### src/rtl/srbl_pkg.sv
`timescale 1ns / 1ps
// Shared types and constants for the sorted region lookup block.
// No dependencies; srbl_front, srbl_back and the top level in rtl/ import this package.
package srbl_pkg;

    localparam int MAX_REGIONS_DEF = 64;
    localparam int KIND_W          = 1;
    localparam int IDX_W           = 6;
    localparam int ADDR_W          = 64;
    localparam int COUNT_W         = 7;

    localparam logic [KIND_W-1:0] KIND_WRITE  = 1'b0;
    localparam logic [KIND_W-1:0] KIND_LOOKUP = 1'b1;

    typedef enum logic [1:0] {
        OP_WRITE,
        OP_DROP,
        OP_LOOKUP
    } t_op;

    typedef struct packed {
        t_op                op;
        logic [IDX_W-1:0]   slot;
        logic [ADDR_W-1:0]  data_a;  // region start, or lookup address
        logic [ADDR_W-1:0]  data_b;  // region end
    } t_cmd;

    typedef enum logic [1:0] {
        ST_IDLE,
        ST_PROBE,
        ST_CHECK,
        ST_DONE
    } t_state;

endpackage

### src/rtl/srbl_front.sv
`timescale 1ns / 1ps
// Front end: accept input beats, classify them into commands, and hold
// them in a two-entry queue for the back end. Depends on srbl_pkg.
module srbl_front #(
    parameter int MAX_REGIONS = srbl_pkg::MAX_REGIONS_DEF
) (
    input  logic                         i_clk,
    input  logic                         i_rst_n,
    input  logic                         i_in_valid,
    output logic                         o_in_stall,
    input  logic [srbl_pkg::KIND_W-1:0]  i_kind,
    input  logic [srbl_pkg::IDX_W-1:0]   i_entry_index,
    input  logic [srbl_pkg::ADDR_W-1:0]  i_region_start,
    input  logic [srbl_pkg::ADDR_W-1:0]  i_region_end,
    input  logic [srbl_pkg::ADDR_W-1:0]  i_address,
    output logic                         o_cmd_valid,
    input  logic                         i_cmd_pop,
    output srbl_pkg::t_cmd               o_cmd
);
    import srbl_pkg::*;

    t_cmd       r_q [2];
    logic       r_wp;
    logic       r_rp;
    logic [1:0] r_cnt;
    logic [1:0] n_cnt;
    t_cmd       cls;
    logic       push;
    logic       pop;

    // Classify: out-of-range write slots are dropped.
    always_comb begin
        cls.slot   = i_entry_index;
        cls.data_b = i_region_end;
        if (i_kind == KIND_LOOKUP) begin
            cls.op     = OP_LOOKUP;
            cls.data_a = i_address;
        end else begin
            cls.data_a = i_region_start;
            if (32'(i_entry_index) < MAX_REGIONS) begin
                cls.op = OP_WRITE;
            end else begin
                cls.op = OP_DROP;
            end
        end
    end

    assign o_in_stall  = (r_cnt == 2'd2);
    assign push        = i_in_valid && !o_in_stall;
    assign o_cmd_valid = (r_cnt != 2'd0);
    assign pop         = i_cmd_pop && o_cmd_valid;
    assign o_cmd       = r_q[r_rp];

    always_comb begin
        n_cnt = r_cnt;
        if (push && !pop) begin
            n_cnt = r_cnt + 2'd1;
        end else if (pop && !push) begin
            n_cnt = r_cnt - 2'd1;
        end
    end

    always_ff @(posedge i_clk) begin
        if (!i_rst_n) begin
            r_wp  <= 1'b0;
            r_rp  <= 1'b0;
            r_cnt <= 2'd0;
        end else begin
            r_cnt <= n_cnt;
            if (push) begin
                r_wp <= !r_wp;
            end
            if (pop) begin
                r_rp <= !r_rp;
            end
        end
    end

    always_ff @(posedge i_clk) begin
        if (push) begin
            r_q[r_wp] <= cls;
        end
    end

`ifndef ASSERT_OFF
    a_no_overfill: assert property (@(posedge i_clk) disable iff (!i_rst_n)
        r_cnt != 2'd3)
        else $error("queue count out of range");
`endif

endmodule

### config.mk
export PLATFORM = sky130hd
export DESIGN_NAME = srbl_front
export DESIGN_NICKNAME = d
export VERILOG_FILES = /design/src/rtl/srbl_pkg.sv /design/src/rtl/srbl_front.sv
export SDC_FILE = /design/constraint.sdc
export NUM_CORES = 1
export LEC_CHECK = 0
export BUFFER_PORTS_ARGS = -buffer_cell sky130_fd_sc_hd__buf_4
export CORE_MARGIN = 4
export CORE_UTILIZATION = 50
export DETAILED_ROUTE_END_ITERATION = 8
export PLACE_DENSITY = 0.88
export SYNTH_ARGS = -nofsm -noshare
export SYNTH_HDL_FRONTEND = slang
export SYNTH_SLANG_ARGS = --single-unit
export TNS_END_PERCENT = 10
### constraint.sdc
create_clock -name i_clk -period 18.4 [get_ports i_clk]
set_input_delay 3.68 -clock i_clk [delete_from_list [all_inputs] [get_ports i_clk]]
set_output_delay 3.68 -clock i_clk [all_outputs]
set_load 0.02 [all_outputs]
==> run summary <==
## Worst setup path
* **type of destination of the critical path** output port
* **register-to-register setup slack** 15620 ps
* **kind of start point of the critical path** flop
* **Worst Path Arrival** 2640 ps
* **startpoint of the worst-slack reg-to-reg timing path** r_cnt[0]
* **Setup CP Type** flop to output port
* **capture point of the worst reg-to-reg path** r_q[1][19]
* **worst-case reg-to-reg path depth** 3
* **data required time of the worst path** 14720 ps
* **CP Max Fanout** 51

## Die
* **Total Die Area** 0.02434 mm²
* **die boundary height** 156.0 µm
* **initial core utilization** 51.45%
* **ports placed on the boundary** 341
* **row count** 53
* **Core ar.** 0.02129 mm²
* **horizontal extent of the die** 156.0 µm

## Synthesis
* **count of state elements after synthesis** 275
* **Post-Synth Adder-Cell Area** 0.1142%
* **xor and xnor area share after synthesis** 0.2399%
* **sequential element share of the synthesized area** 74.94%
* **gate count of the mapped netlist** 518
* **area of the mapped netlist** 0.01095 mm²
* **Post-Synth Simple-Gate Area** 0.5255%
* **multiplexer share of the synthesized area** 22.17%
* **net count after synthesis** 722
* **fraction of the mapped netlist area in compound gates** 0.2970%
* **average size of a mapped cell** 21.14 µm²
* **yosys warns** 0
* **count of distinct cell types in the synthesized netlist** 24
* **largest family of logic cells by synthesized area** multiplexers

## Clock network
* **maximum number of buffers from clock root to sink** 3
* **post-cts hold buffer count** 0
* **TritonCTS clock tree** yes
* **later-pin clock latency in the skew report** 530 ps
* **TritonCTS sink count** 275
* **PostCTS Resize Cnt** 0
* **cell at the root of the clock tree** clkbuf_16
* **setup fix buffers added after clock tree synthesis** 0
* **clock-pin slew on the worst setup and hold paths** 60 ps
* **Inserted Clock Buffers** 28
* **maximum level of the CTS H-tree** 1

## Timing
* **maximum clock frequency** 0.1581 GHz
* **transition time at the pin with the least slew margin** 1150 ps
* **Fin. Hold Viols** 0
* **Worst Skew** 17.89 ps
* **setup repair after global routing missed its margin** no
* **shortest period the worst path allows** 6324 ps
* **Slew Limit Fails** 0
* **sum of negative setup slack** 0 ps
* **relative slew slack** 23.31%
* **total of endpoints with negative setup slack in the final report** 0
* **final critical-path share of the clock period** 34.37%

## Global routing
* **initial antenna violation count** 1
* **global-route wire length before repair** 34.78 mm
* **largest net degree at the start of global routing** 83
* **total routing resource utilization after global routing** 18.49%
* **number of global-route vias before repair** 6463
* **GRT overflow** 0

## Power and ir drop
* **peak supply drop** 0.0001155 V
* **leakage power total** 5.708 nW
* **power per cell area** 138.9 mW/mm²

## Hold path
* **Hold Crit Depth** 2
* **start point of the worst min-delay path** r_cnt[1]
* **Worst Hold Endpoint** r_cnt[1]
* **path class of the lowest-slack min-delay path** flop to flop

## Drt
* **number of design rule violations left after detail routing** 0
* **drt total wl** 23.96 mm
* **initial detailed-routing violation count** 256
* **post-detailed-route wirelength per cell** 20.55 µm
* **DRT Pass-1 Iters** 4
* **DR vias** 5971
* **DR vias/cell** 5.121
* **post-route ant nets** 0

## Finish
* **post-synthesis to final-layout area growth** 34.46%
* **Inserted Diodes** 0
* **Util after Layout** 69.19%
* **NumNets Final** 1073
* **commonest non-fill, non-tap cells in the layout** buf_4 (344), edfxtp_1 (270), mux2_2 (149), mux2_4 (50), clkbuf_16 (29)
* **fraction of final layout cells sized beyond drive strength 1** 66.55%
* **most frequent standard cell in the layout excluding fill and tap cells** buf_4
* **Fill cells** 1353

## Placed design
* **GPL Wtd Cong** 0.7419
* **PortBufs** 339
* **post-detailed-placement half-perimeter wirelength** 16.29 mm

## Run status
* **result of the run** finished clean

## Flow run
* **maximum capacitance violations** 0

[Yosys cell counts]
master    count  share of area, %
xnor2_1       2              0.16
o21ai_1       1             0.046
and3_1        1             0.057
o21a_1        1             0.069
ha_1          1              0.11
and2_1        3              0.17
mux2_4       50               6.9
or2_2         1             0.057
edfxtp_1    270                74
dfxtp_1       5              0.91
nor3_2        1             0.091
mux2_2      149                15
buf_2         9              0.41
inv_1         2             0.069
or3_1         1             0.057
o21ai_0       1             0.046
conb_1        1             0.034
xor2_1        1             0.080
nand2b_1      1             0.057
nor2_1        1             0.034
a21boi_0      1             0.069
a21boi_1      1             0.069
buf_4         7              0.48
buf_6         7              0.72
[power by group]
group | internal, mW | leakage, nW | switching (mW)
Clock | 0.383 | 0.503 | 0.224
Sequential | 0.793 | 2.56 | 0.0354
Combinational | 0.292 | 2.64 | 0.318
[stage by stage]
stage                     hold WS [ps]  instance area [µm²]  setup slack [ps]  power, mW  std cells
after global placement           509.3                13720             12450      1.443       1114
after floorplan                  478.5                10950              8834      1.227        518
after detailed placement         526.7                13720             12430      1.456       1114
after CTS                        535.7                14730             12030      2.069       1166
after global routing             562.7                14730             11960      2.124       1166
final                            533.1                14730             12080      2.046       1166
[logic make-up (layout without fill, tap and decap cells)]
family,after synthesis,in the layout
compound gates,5,5
xor+xnor,3,3
flops,275,275
buf+inv,25,398
other cells,1,1
fa+ha+maj,1,1
mux,199,199
simple gates,9,9
[layer usage]
layer	share of wire [%]	GRT usage, %	vias to the layer above
met1	34	19.67	2899
met5	0.054	0	-
met4	3.4	6.836	2
met2	54	34.22	268
met3	9.3	5.853	59
li1	-	-	2743
[registers in the layout, summed over array words and instances (netlist names), named ones only]
signal / count
r_q: 270
r_wp: 1
r_cnt: 2
r_rp: 1
[final cells by class]
type                    instances  area, µm²  share of cell area [%]
clock inverters                16      227.7                   1.546
well taps                     275      344.1                   2.336
multi-input cells             218       2572                   17.47
inverters                       2      7.507                 0.05097
flip-flops and latches        275       8212                   55.76
repair buffers                344       2582                   17.53
clock buffers                  36      782.0                   5.310
[how the worst max path moves through the flow]
stage | startpoint | endpoint | slack [ps] | depth (start not counted)
floorplan | i_in_valid | r_q[0][0] | 8830 | 2
global placement | i_in_valid | r_q[1][51] | 12450 | 3
CTS | flop | o_cmd[135] | 12030 | 3
finish | flop | o_cmd[135] | 12080 | 3
global route | flop | o_cmd[135] | 11960 | 3
detailed placement | i_in_valid | r_q[1][31] | 12430 | 3
[worst max-delay path: stages (launching register included)]
cell,delay (ps)
dfxtp_4,790
buf_4,690
mux2_2,420
buf_4,160
(Power assumes the default switching activity.)
